$ cat config.mk
export PLATFORM = sky130hd
export DESIGN_NAME = acm_sat_add
export DESIGN_NICKNAME = d
export VERILOG_FILES = /design/src/sv/acm_sat_add.sv
export SDC_FILE = /design/constraint.sdc
export NUM_CORES = 1
export LEC_CHECK = 0
export BUFFER_PORTS_ARGS = -buffer_cell sky130_fd_sc_hd__buf_2
export CORE_AREA = 2 2 97 99
export DETAILED_ROUTE_END_ITERATION = 16
export DIE_AREA = 0 0 99 101
export GPL_TIMING_DRIVEN = 0
export PLACE_DENSITY = 0.84
export SLEW_MARGIN = 20
export SYNTH_ARGS = -nofsm -noshare
export SYNTH_HDL_FRONTEND = slang
export SYNTH_SLANG_ARGS = --single-unit
$ cat constraint.sdc
create_clock -name vclk -period 7
set_input_delay 0.35 -clock vclk [all_inputs]
set_output_delay 0.35 -clock vclk [all_outputs]
set_load 0.02 [all_outputs]
$ cat src/sv/acm_sat_add.sv
// Shared saturating adder for word counts and the running match total.
// Depends on nothing.
module acm_sat_add #(
    parameter int WIDTH = 48
) (
    input  logic [WIDTH-1:0] a,
    input  logic [WIDTH-1:0] b,
    input  logic [WIDTH-1:0] limit,
    output logic [WIDTH-1:0] sum
);

    logic [WIDTH:0] raw;

    always_comb begin
        raw = {1'b0, a} + {1'b0, b};
        sum = (raw > {1'b0, limit}) ? limit : raw[WIDTH-1:0];
    end

endmodule

Yosys cells after proc, flatten, opt, wreduce, memory -nomap -nowiden:

Cells that the tools add are included.

* add/sub/neg operators: 1
* $mul: 0
* divide/modulo/power cells: 0
* order comparisons: 1
* equal/unequal tests: 0
* shift-type cells: 0
* muxes and demuxes: 1
* bitwise logic cells: 0
* reduce and logical (&&, ||, !) cells: 0

Operators with widths (count)
* $add A48 B48 Y49: 1
* $gt A49 B48 Y1: 1
* $mux W48: 1

* flip-flop bits (word level): 0
* bits in latches: 0
* memory bits (writable): 0
* bits in read-only memories: 0
* input port bits: 144
* output and inout bits: 48
* logic and storage cells: 3
* memories: 0

Logic depth before layout (Yosys ltp):

Gate-level depths: netlist of the first run.

* depth in word-level cells: 3
* gate-level depth with buffers: 25
* gate-level depth less buffers: 23

Least setup slack after synthesis of the first run:

OpenSTA, ideal clock, no wires.

* kind: input -> output
* start: in a[0]
* end: out sum[1]
* arrival: 4920 ps
* required time: 6650 ps
* slack: 1730 ps
* stages on the path: 22
* buffers on the path: 2
* cell sequence: ha_1 -> inv_1 -> fa_1 -> nor2b_1 -> o2111ai_1 -> nand4bb_1 -> nand3_1 -> nor3b_1 -> o31a_1 -> o31ai_1 -> a31oi_1 -> xnor2_1 -> ha_1 -> nand3_1 -> or3_1 -> nor4_1 -> and4_1 -> o221ai_1 -> a31oi_4 -> buf_6 -> buf_6 -> mux2i_1

* cells in the longest elaborated chain, start to end: 3

Ends and longest elaborated chain
* start, declared: RTL line 6 `input logic [WIDTH-1:0] a,`
* $add A48 B48 Y49 *: RTL line 15 `raw = {1'b0, a} + {1'b0, b};`
* $gt A49 B48 Y1: RTL line 16 `sum = (raw > {1'b0, limit}) ? limit : raw[WIDTH-1:0];`
* $mux W48 *: RTL line 16
* end, declared: RTL line 9 `output logic [WIDTH-1:0] sum`

Every way passes the cells marked *; elsewhere a longest branch is shown, timed or not.

Worst setup path after layout of the first run:

* start: in b[0]
* end: out sum[32]

* cells in the longest elaborated chain, start to end: 3

Ends and longest elaborated chain
* start, declared: RTL line 7 `input logic [WIDTH-1:0] b,`
* $add A48 B48 Y49 *: RTL line 15
* $gt A49 B48 Y1: RTL line 16
* $mux W48 *: RTL line 16

Marked as above.

==> results.cfg, run 1 <==
[sta]
min_period_ns = 6.502
worst_slack_ns = 0.4978
drv_slew = 0
max_slew.worst_pin.slew_ns = 0.5615
holdWs_ns = 1.041
setup_viol = 0
hold_viol_final = 0
max_slew_margin_pct = 61.60
fin_tns_setup_ns = 0
fmaxAchievable_mhz = 153.8
rsz0062_at_grt = false
finalCritPeriodShare_pct = 92.89

[grt]
grt_use_total_pct = 26.21
grt_pass1_wl_mm = 22.18
overflow = 0
grt_pass1_vias = 4984
antenna_found_initial = 0
grt_max_degree = 11

[layout]
final_cell_mix = buf_2 (198), ha_1 (96), inv_1 (64)
syn2layout_area_growth_pct = 24.44
diodes = 0
clkbuf_count = 0
multi_input_area_um2 = 4182
n_fill_cell = 830
fin_util_pct = 62.38
regArea_um2 = 0
fin_area_um2 = 5600
final_common_cell = buf_2
n_sequential_cell = 0
drive_gt1_share_pct = 31.27
fin_nets = 1033

[hold_path]
hold_end = sum[5]
hold_start = limit[5]
min_path_type = in -> out
whs_path_depth = 3

[synthesis]
yosys_warnings = 0
synth_top_area_cell = ha_1
synth.distinct_cells = 65
synth_cells = 598
synth.cell_area_um2 = 4501
seq_area_frac_synth_pct = 0
syn_area_per_cell_um2 = 7.526
synth.top_cell.area_share_pct = 26.69
synth.area.top_cells = ha_1 (27%), a21oi_1 (6.9%), mux2_2 (6.8%), xnor2_1 (5.6%), inv_1 (5.3%)
syn_nets = 839

[placed_design]
placed_area_um2 = 5600
dp_slack_ns = 0.6519
place_congestion = 0.9287
hpwl_mm = 12.33
io_buffers = 192

[routing]
vias = 5183
firstDrtPassIters = 4
wl_per_cell_um = 15.44
drcViolationCount = 0
drt_iter0_markers = 158
drt-vias-per-instance = 5.752
drtAntennaViolNets = 0
drt-total-wl_mm = 13.91

[pwr]
worst_ir_drop_vdd_mv = 0.08302
powerDensity_nw_per_um2 = 143.3
power.leakage_nw = 2.977

[worst_setup_path]
critPathMaxStageDelay_ns = 0.54
path_delay_family = simple AND/OR/NAND/NOR gates
crit_fanout = 10
worstPathRequired_ns = 6.65
worst_setup_path_start_kind = input port
crit_chain = buf_2 -> ha_1 -> inv_1 -> fa_1 -> nor2b_1 -> o2111ai_1 -> nand4bb_1 -> nand3_1 -> nor3b_1 -> o31a_1 -> o31ai_1 -> a31oi_1 -> xnor2_1 -> ha_1 -> nand3_1 -> or3_1 -> nor4_1 -> and4_1 -> o221ai_1 -> a31oi_4 -> buf_6 -> buf_6 -> mux2_1 -> buf_2
critPathKind = in -> out
worstPathArrival_ns = 6.15
critPathSlowestCell = o31ai_1
cp_num_buf_inv = 5
worstSetupEndpointType = primary output

[floorplanning]
io_pins = 192
start_util_pct = 50.13
chipHeight_um = 101
fp.dieW_um = 99
core-area_um2 = 8977
fp.dieArea_um2 = 9999
num_rows = 35

[status]
outcome = finished, final reports clean

[run]
max_cap_violations = 0

[clock_tree]
postCtsHoldBufs = 0
cts_setup_buffers = 0
cts_resized = 0
[metrics by stage]
| step | total power (W) | instances |
|---|---|---|
| floorplan | 0.0005653 | 598 |
| global route | 0.0008737 | 901 |
| global placement | 0.0007737 | 901 |
| finish | 0.0008025 | 901 |
| detailed placement | 0.0007910 | 901 |
| CTS | 0.0007975 | 901 |
[worst max path at each step]
stage / startpoint / slack [ns] / endpoint / cells after the start
after floorplan: a[0] / 1.73 / sum[1] / 22
after global placement: a[0] / 0.73 / sum[32] / 24
after detailed placement: b[0] / 0.65 / sum[32] / 24
after CTS: b[0] / 0.59 / sum[32] / 24
after global routing: b[0] / 0.15 / sum[32] / 24
final: b[0] / 0.50 / sum[32] / 24
[Yosys cell counts (all sizes together) (2+ instances only)]
cell type,count
nor2b,7
inv,64
nor3b,3
nand2,40
xor2,15
and2,4
mux2,47
o31ai,3
a41oi,3
a21o,25
nor2,27
nand2b,5
a21oi,65
a221oi,3
ha,96
nor3,5
a21boi,2
o311ai,4
o21bai,9
a211oi,3
o31a,5
buf,10
or3,4
and3,9
nor4,3
o21a,6
a31oi,10
nand4,14
a2111oi,3
o21ai,38
and4,3
xnor2,29
nand3,20
[routing by layer]
metal	track usage (%)	part of all wire (%)
met1	33.33	43
met2	49.27	50
met3	0.9015	5.0
met4	5.163	1.7
met5	0	0
[final cells by class]
cell class / count / area share, %
Timing Repair Buffer: 192 / 17.16
Inverter: 64 / 4.290
Buffer: 11 / 1.408
Tap cell: 111 / 2.480
Multi-Input combinational cell: 523 / 74.66
[kinds of logic (layout without fill, tap and decap cells)]
family	after synthesis	count (layout)	share of synthesized area, %
buffers and inverters	75	267	7.089
XOR/XNOR	44	44	8.563
adder cells (fa/ha/maj)	97	97	27.13
multiplexers	48	48	12.07
AO/OA/AOI/OAI	187	187	28.69
AND/OR/NAND/NOR	147	147	16.46
[power by group]
part | switching [W] | internal (W)
logic | 0.000462 | 0.000341
clock network | 0 | 0
registers | 0 | 0
total | 0.000462 | 0.000341
Power figures use the tool's default switching activity.
==> inputs of run 2 (changes only) <==
- CORE_AREA: 2 2 97 99 -> 10 10 105 107
- DIE_AREA: 0 0 99 101 -> 0 0 115 117
- GPL_ROUTABILITY_DRIVEN: unset -> 0
- GPL_TIMING_DRIVEN: 0 -> unset
==> run 2 against run 1 <==
Sequential cell count unchanged; cell count decreased by 1.0%; via count decreased by 1.9%; cell area decreased by 1.1%; routed wire length increased by 3.9%; worst setup slack improved by 0.25 ns; sequential share of layout area unchanged; utilization decreased by 1.0 points; combinational power decreased by 3.0%; die area increased by 35%; highest routed layer unchanged.
==> results.cfg, run 2 (synthesized netlist as in run 1, its figures left out) <==
[floorplanning]
start_util_pct = 49.89
num_rows = 35
chipHeight_um = 117
core-area_um2 = 9021
fp.dieArea_um2 = 13460
fp.dieW_um = 115
io_pins = 192

[run]
max_cap_violations = 0

[routing]
wl_per_cell_um = 16.21
drt-total-wl_mm = 14.46
vias = 5082
drtAntennaViolNets = 0
firstDrtPassIters = 5
drt_iter0_markers = 220
drcViolationCount = 0
drt-vias-per-instance = 5.697

[sta]
drv_slew = 0
fmaxAchievable_mhz = 159.9
holdWs_ns = 1.046
min_period_ns = 6.255
finalCritPeriodShare_pct = 89.35
max_slew.worst_pin.slew_ns = 0.5874
setup_viol = 0
max_slew_margin_pct = 60.50
fin_tns_setup_ns = 0
rsz0062_at_grt = false
hold_viol_final = 0

[clock_tree]
cts_resized = 0
cts_setup_buffers = 0
postCtsHoldBufs = 0

[grt]
overflow = 0
grt_use_total_pct = 19.48
grt_max_degree = 29
grt_pass1_wl_mm = 22.67
antenna_found_initial = 0
grt_pass1_vias = 5009

[worst_setup_path]
worstSetupEndpointType = primary output
worst_setup_path_start_kind = input port
critPathKind = in -> out
worstPathArrival_ns = 5.90
crit_fanout = 28
worstPathRequired_ns = 6.65

[placed_design]
hpwl_mm = 13.09
placed_area_um2 = 5537
io_buffers = 192
dp.cells = 892

[layout]
drive_gt1_share_pct = 30.60
final_common_cell = buf_2
multi_input_area_um2 = 4182
diodes = 0
regArea_um2 = 0
n_fill_cell = 842
final_cell_mix = buf_2 (192), ha_1 (96), inv_1 (64)
syn2layout_area_growth_pct = 23.02
fin_nets = 1024
fin_area_um2 = 5537
clkbuf_count = 0
n_sequential_cell = 0
fin_cells = 892

[pwr]
power.leakage_nw = 2.937
powerDensity_nw_per_um2 = 140.6
worst_ir_drop_vdd_mv = 0.08219

[status]
outcome = finished, final reports clean

[hold_path]
min_path_type = in -> out
run 2: worst paths after layout:
path	start	end	slack [ns]	cells past startpoint
min	limit[38]	sum[38]	1.05	3
max	a[0]	sum[9]	0.75	23
run 2: worst max-delay path, cell delays in order:
cell	delay [ns]
buf_2	0.08
ha_1	0.20
inv_1	0.07
fa_1	0.40
nor2b_1	0.17
o2111ai_1	0.16
nand4bb_1	0.24
nand3_1	0.13
nor3b_1	0.17
o31a_1	0.31
o31ai_1	0.55
a31oi_1	0.21
xnor2_1	0.21
ha_1	0.31
nand3_1	0.09
or3_1	0.40
nor4_1	0.35
and4_1	0.25
o221ai_1	0.16
a31oi_4	0.18
buf_4	0.36
mux2_2	0.38
buf_2	0.16
run 2: layout make-up:
class	instances	share of cell area [%]
inverter	64	4.339
multi-input combinational	523	75.53
timing repair buffer	194	17.63
tap	111	2.508
run 2: stage by stage:
stage          total power, W  util, %  worst slack [ns]
2_1_floorplan       0.0005653        -             1.730
4_1_cts             0.0007790    61.37            0.8096
5_1_grt             0.0008550    61.37            0.3497
6_report            0.0007785    61.37            0.7454
3_3_place_gp        0.0007645    61.37            0.9024
3_5_place_dp        0.0007743    61.37            0.8081
run 2: report_power, final:
| part | leakage, nW | switching, W | internal (W) | total, W |
|---|---|---|---|---|
| clock network | 0 | 0 | 0 | 0 |
| registers | 0 | 0 | 0 | 0 |
| logic | 2.94 | 0.000448 | 0.000330 | 0.000779 |
| total | 2.94 | 0.000448 | 0.000330 | 0.000779 |
run 2: metal layers:
metal | vias to the layer above | part of all wire, % | routed length (µm) | global-route usage, %
met5 | - | 0 | 0 | 0
met4 | 0 | 1.7 | 240 | 2.888
met3 | 18 | 6.5 | 938 | 2.905
met2 | 177 | 48 | 6989 | 35.59
met1 | 2297 | 43 | 6287 | 23.82
li1 | 2590 | - | - | -
