--- src/sv/acm_ram.sv ---
// Generic simple dual-port RAM: one write port, one read port, registered read.
// Depends on nothing.
module acm_ram #(
    parameter int WIDTH = 8,
    parameter int DEPTH = 16
) (
    input  logic                     aclk,
    input  logic                     we,
    input  logic [$clog2(DEPTH)-1:0] waddr,
    input  logic [WIDTH-1:0]         wdata,
    input  logic [$clog2(DEPTH)-1:0] raddr,
    output logic [WIDTH-1:0]         rdata
);

    logic [WIDTH-1:0] mem [DEPTH];

    always_ff @(posedge aclk) begin
        if (we) begin
            mem[waddr] <= wdata;
        end
        rdata <= mem[raddr];
    end

endmodule

--- config.mk ---
export PLATFORM = sky130hd
export DESIGN_NAME = acm_ram
export DESIGN_NICKNAME = d
export VERILOG_FILES = /design/src/sv/acm_ram.sv
export SDC_FILE = /design/constraint.sdc
export NUM_CORES = 1
export LEC_CHECK = 0
export ABC_AREA = 1
export BUFFER_PORTS_ARGS = -buffer_cell sky130_fd_sc_hd__buf_2
export CELL_PAD_IN_SITES_DETAIL_PLACEMENT = 1
export CELL_PAD_IN_SITES_GLOBAL_PLACEMENT = 1
export CORE_ASPECT_RATIO = 1.5
export CORE_MARGIN = 2
export CORE_UTILIZATION = 30
export DETAILED_ROUTE_END_ITERATION = 8
export PLACE_DENSITY_LB_ADDON = 0.08
export SYNTH_ARGS = -nofsm -noshare
export SYNTH_HDL_FRONTEND = slang
export SYNTH_SLANG_ARGS = --single-unit
--- constraint.sdc ---
create_clock -name aclk -period 3.31 [get_ports aclk]
set_input_delay 0.662 -clock aclk [delete_from_list [all_inputs] [get_ports aclk]]
set_output_delay 0.662 -clock aclk [all_outputs]
set_load 0.1 [all_outputs]
After elaboration in Yosys (flattened, before gate mapping)
Memory sizes are Yosys's and may differ from the RTL's. A register that Yosys moved wholly into a read port is not among the register bits.
Index checks and enable logic that the tools add are counted.
{"block": "classes", "n_mux": 2}
{"op": "1-bit 2-to-1 mux", "count": 2}
{"block": "totals", "register_bits": 0, "mem_count": 1, "wordCells": 3, "ramBits": 128, "in_bits": 18, "out_inout_bits": 8}
{"memory": "mem", "depth": 16, "word_bits": 8, "read_ports": 1, "rd_ports_with_merged_regs": 1, "wr": 1, "line_no": "15", "source": "logic [WIDTH-1:0] mem [DEPTH];"}

Logic depth before layout (Yosys ltp)
Gate-level depths: netlist of run 1.
{"block": "logic_depth", "depth_word": 2, "depth_mapped": 8, "ltp_nobuf": 7}

Least setup slack after synthesis of run 1
Ideal clock, no wire load.
{"block": "synth_path", "path_kind": "input -> register", "from": "input port waddr[2]", "to": "memory mem[10][0], enable pin", "stages": 2, "path_buffers": 0, "setup_time_ns": 0.370, "path_slack_ns": 1.697, "required_time_ns": 2.940, "arrival_ns": 1.243, "path_cell_list": "nand3b_1 -> nor2_1"}
{"item": "start, declared", "line_no": "9", "source": "input logic [$clog2(DEPTH)-1:0] waddr,"}
{"item": "end, declared", "line_no": "15"}
Straight into the memory's write port.

Final worst setup path of run 1
{"block": "layout_path", "from": "register rdata[0] (read register of mem)", "to": "output port rdata[0]"}
{"item": "start, declared", "line_no": "12", "source": "output logic [WIDTH-1:0] rdata"}
No word-level cell between the ends.

==> results of run 1 <==
how the worst max path moves through the flow:
stage	depth (start not counted)	end	slack [ns]
6_report	1	rdata[0]	1.39
3_5_place_dp	7	rdata[7]	1.05
3_3_place_gp	7	rdata[7]	1.06
5_1_grt	1	rdata[0]	1.36
2_1_floorplan	2	mem[10][0]	1.70
4_1_cts	1	rdata[0]	1.37
stage by stage:
step / hold slack (ns) / worst slack (ns) / total power, uW
2_1_floorplan: 0.607 / 1.70 / 2190
3_3_place_gp: 0.652 / 1.06 / 2300
3_5_place_dp: 0.655 / 1.05 / 2310
4_1_cts: 0.616 / 1.37 / 4500
5_1_grt: 0.632 / 1.36 / 4600
6_report: 0.628 / 1.39 / 4450
synth_stat cells, drive strengths merged:
| master | count | share of area (%) |
|---|---|---|
| nor2 | 17 | 1.1 |
| nand2 | 173 | 11 |
| nand3 | 97 | 8.4 |
| inv | 102 | 6.6 |
| edfxtp | 128 | 67 |
| nand3b | 2 | 0.26 |
| buf | 24 | 2.9 |
| dfxtp | 8 | 2.8 |
flip-flops by register name (all words and copies together), names as in the netlist:
register and flops:
rdata 8, mem 128
worst reg2reg max path: stages, from the launching register on:
cell and delay [ns]:
edfxtp_1 0.35, inv_1 0.06, nand2_1 0.04, nand3_1 0.14
nand3_1 0.15, nand3_1 0.21, nand2_1 0.07
logic make-up after synthesis:
logic type	count (synthesis)	synth area share [%]
buffers and inverters	126	9.52
DFF	136	69.4
and+or+nand+nor	289	21.0
where the power goes:
| part | internal, uW | switching, uW |
|---|---|---|
| Sequential | 1930 | 11.2 |
| Combinational | 64.3 | 257 |
| Clock | 1500 | 694 |
layout make-up:
| cell class | count | share of cell area [%] |
|---|---|---|
| Clock buffer | 25 | 7.30 |
| Clock inverter | 7 | 2.78 |
| Inverter | 102 | 5.64 |
| Multi-Input combinational cell | 289 | 17.9 |
| Sequential cell | 136 | 59.0 |
| Tap cell | 256 | 4.72 |
| Timing Repair Buffer | 31 | 2.69 |
layer usage:
| metal | vias to the layer above | share of wire, % |
|---|---|---|
| met2 | 57 | 53 |
| met5 | - | 0 |
| met3 | 18 | 3.3 |
| met1 | 1843 | 41 |
| li1 | 1819 | - |
| met4 | 0 | 2.6 |
==> impl_metrics.yaml, run 1 <==
placement:
  dp_hpwl_microns: 10200
  routabilityCongestion: 0.743
  io_buffers: 25
  postPlaceCellArea_sq_um: 6100
  numPlacedInstances: 814
routing:
  detail_route.wl_per_cell_microns: 19.2
  route.detailed.drc: 0
  drtIter0Drc: 155
  vias: 3737
  drt_wl_total_microns: 16200
  vias_per_cell: 4.42
  drtPass1Iterations: 4
  ant_nets: 0
setup_path:
  cp_max_fo: 1
  path_class: "reg -> out"
  timing.rr.start: "mem[3][7]"
  required_ns: 2.65
  arrival_ns: 1.26
  crit_slowest_cell: "buf_2"
  reg2reg_slack_ns: 2.19
  r2r_cells: 6
  cp-end-kind: "output pin"
  slowest_delay_ns: 0.45
  path_buf_inv: 1
  critPathLaunch: "rdata[0]"
  crit_family: "buffers and inverters"
  worstReg2RegEnd: "rdata[7]"
  crit_chain: "buf_2"
  cp-start-kind: "flop"
floorplanning:
  die_area_sq_um: 20400
  initial_core_util_pct: 30.3
  rows: 62
  die_y_microns: 174
  fp.dieW_microns: 117
  core_sq_um: 19000
  ios: 26
timing:
  skew_ns: 0.00779
  rsz0062_at_grt: "false"
  fin_crit_ns: 1.92
  clock.fmax_mhz: 522
  slew_violations: 0
  setup_tns_ns: 0
  max-slew-margin-rel_pct: 31.5
  hold_viol_final: 0
  worst_pin_slew_ns: 1.02
  setup_violations: 0
  min_period_over_period_pct: 57.9
grt:
  grt_pass1_vias: 4001
  grt_pass1_wl_microns: 24600
  track_usage_pct: 17.2
  grt_util_met1_pct: 20.8
  antenna_found_initial: 0
  met3_usage_pct: 3.39
  busiest_layer: "met2"
  met2_usage_pct: 29.7
  grt-ovfl-total: 0
  grt_max_degree: 65
power:
  leakagePower_uw: 0.00288
  ir_worst_vdd_mv: 0.358
  p_per_area_nw_per_um2: 656
cts:
  holdBufCountCts: 0
  clk_pin_slew_ns: 0.06
  cts_sinks: 136
  ctsResizeCount: 0
  post_cts_buffers: 0
  cts.path.max_buffers: 2
  cts_made_buffers: 17
  htreeDepth: 4
  cts_tree: "built"
  insertion_delay_ns: 0.42
  cts-root-buf: "clkbuf_16"
final_layout:
  num_antenna_cells: 0
  final_cell_count_no_fill: 846
  fillerInstances: 2134
  fin_area_sq_um: 6790
  postLayoutCoreUtil_pct: 35.7
  regArea_sq_um: 4000
  drive_gt1_share_pct: 10.3
  mostFrequentLayoutCells: "nand2_1 (173), edfxtp_1 (128), inv_1 (100)"
  area_growth_pct: 17.7
  final_common_cell: "nand2_1"
  multiInputGateArea_sq_um: 1210
  nNetsFinal: 595
synth:
  synth_seq_area_share_pct: 69.4
  yosys_warnings: 0
  syn_avg_cell_area_sq_um: 10.5
  syn_nets: 569
  synth_seq_cells: 136
  synthCells: 551
  syn_area_sq_um: 5770
  synth_cell_types: 12
worst_hold_path:
  holdPathStages: 3
  hold_path.class: "in -> reg"
  min_to: "rdata[0]"
  worstHoldStart: "raddr[3]"
flow_run:
  drv_cap: 0
status:
  status: "completed"
Power figures use the tool's default switching activity.
==> run 2, diff against run 1 <==
==> constraint.sdc (replaced) <==
create_clock -name aclk -period 2 [get_ports aclk]
set_input_delay 0.4 -clock aclk [delete_from_list [all_inputs] [get_ports aclk]]
set_output_delay 0.4 -clock aclk [all_outputs]
set_load 0.1 [all_outputs]
==> run 2 against run 1 <==
Against the previous run: non-clock buffer count increased by 16; largest cell class unchanged; core utilization is 0.51 points higher; critical path type unchanged; die area is the same; highest routed layer unchanged; register-to-register slack got worse by 1.3 ns.
==> impl_metrics.yaml, run 2 (synthesis results as in run 1) <==
timing:
  rsz0062_at_grt: "false"
  skew_ns: 0.00738
  clock.fmax_mhz: 610
  setup_tns_ns: 0
  min_period_over_period_pct: 81.9
  fin_crit_ns: 1.64
  max-slew-margin-rel_pct: 51.9
  slew_violations: 0
  worst_pin_slew_ns: 0.721
  setup_violations: 0
  hold_viol_final: 0
status:
  status: "completed"
cts:
  post_cts_buffers: 0
  cts.path.max_buffers: 2
  htreeDepth: 4
  holdBufCountCts: 0
  clk_pin_slew_ns: 0.06
  ctsResizeCount: 0
  cts_tree: "built"
  insertion_delay_ns: 0.42
  cts_sinks: 136
  cts-root-buf: "clkbuf_16"
  cts_made_buffers: 17
final_layout:
  num_antenna_cells: 0
  postLayoutCoreUtil_pct: 36.2
  largest-register: "mem"
  area_growth_pct: 19.4
  nNetsFinal: 611
  final_common_cell: "nand2_1"
  top_regs: "mem: 128 flops, rdata: 8 flops"
  largest_register_ffs: 128
  fillerInstances: 2131
  mostFrequentLayoutCells: "nand2_1 (173), edfxtp_1 (128), inv_1 (100)"
  final_cell_count_no_fill: 862
  drive_gt1_share_pct: 12.9
routing:
  drtPass1Iterations: 4
  vias: 3831
  ant_nets: 0
  drt_wl_total_microns: 16200
  route.detailed.drc: 0
  detail_route.wl_per_cell_microns: 18.8
  vias_per_cell: 4.44
  drtIter0Drc: 172
power:
  p_per_area_nw_per_um2: 1040
  ir_worst_vdd_mv: 0.447
  leakagePower_uw: 0.00294
placement:
  io_buffers: 25
  numPlacedInstances: 830
  dp_hpwl_microns: 10200
  routabilityCongestion: 0.713
grt:
  track_usage_pct: 17.2
  grt_max_degree: 65
  grt-ovfl-total: 0
  antenna_found_initial: 0
  grt_pass1_wl_microns: 24700
  grt_pass1_vias: 3991
setup_path:
  r2r_cells: 6
  cp_max_fo: 1
  critPathLaunch: "rdata[5]"
  path_buf_inv: 1
  slowest_delay_ns: 0.45
  required_ns: 1.60
  reg2reg_slack_ns: 0.87
  cp_num_cells: 1
  crit_slowest_cell: "buf_2"
  path_class: "reg -> out"
  cp-start-kind: "flop"
  timing.rr.start: "mem[0][4]"
  worstReg2RegEnd: "rdata[4]"
  cp-end-kind: "output pin"
  arrival_ns: 1.24
  crit_chain: "buf_2"
  crit_family: "buffers and inverters"
worst_hold_path:
  min_to: "rdata[7]"
  holdPathStages: 3
  worstHoldStart: "raddr[3]"
  hold_path.class: "in -> reg"
floorplanning:
  fp.dieW_microns: 117
  initial_core_util_pct: 30.3
  core_sq_um: 19000
  die_area_sq_um: 20400
  rows: 62
  ios: 26
  die_y_microns: 174
flow_run:
  drv_cap: 0
[run 2: final cells by class]
| type | instances | area [sq um] | area share, % |
|---|---|---|---|
| well taps | 256 | 320 | 4.65 |
| multi-input cells | 289 | 1210 | 17.6 |
| clock buffers | 20 | 437 | 6.34 |
| flip-flops and latches | 136 | 4000 | 58.2 |
| repair buffers | 47 | 328 | 4.76 |
| inverters | 102 | 383 | 5.56 |
| clock inverters | 12 | 200 | 2.91 |
[run 2: layer usage]
| metal | GRT usage (%) | vias to the layer above | routed length [microns] |
|---|---|---|---|
| li1 | - | 1854 | - |
| met1 | 21.2 | 1907 | 6980 |
| met2 | 29.7 | 54 | 8650 |
| met3 | 3.36 | 16 | 358 |
| met4 | 5.59 | 0 | 196 |
| met5 | 0 | - | 0 |
[run 2: worst max-delay path by stage]
stage	endpoint	slack, ns
6_report	rdata[5]	0.36
5_1_grt	rdata[5]	0.32
4_1_cts	rdata[5]	0.31
3_5_place_dp	rdata[4]	0.15
3_3_place_gp	rdata[7]	0.12
2_1_floorplan	mem[10][0]	0.65
[run 2: per-stage QoR]
stage               worst slack (ns)  hold slack [ns]  total power (uW)  area, sq um
floorplan                      0.649            0.499              3620         5770
global placement               0.121            0.667              3830         6250
detailed placement             0.155            0.665              3840         6250
CTS                            0.308            0.345              7250         6890
global route                   0.319            0.355              7400         6890
finish                         0.361            0.358              7160         6890
[run 2: power by group]
group | total (uW) | switching, uW | internal [uW]
Combinational | 550 | 430 | 120
Sequential | 3210 | 20.9 | 3190
Clock | 3400 | 1190 | 2210
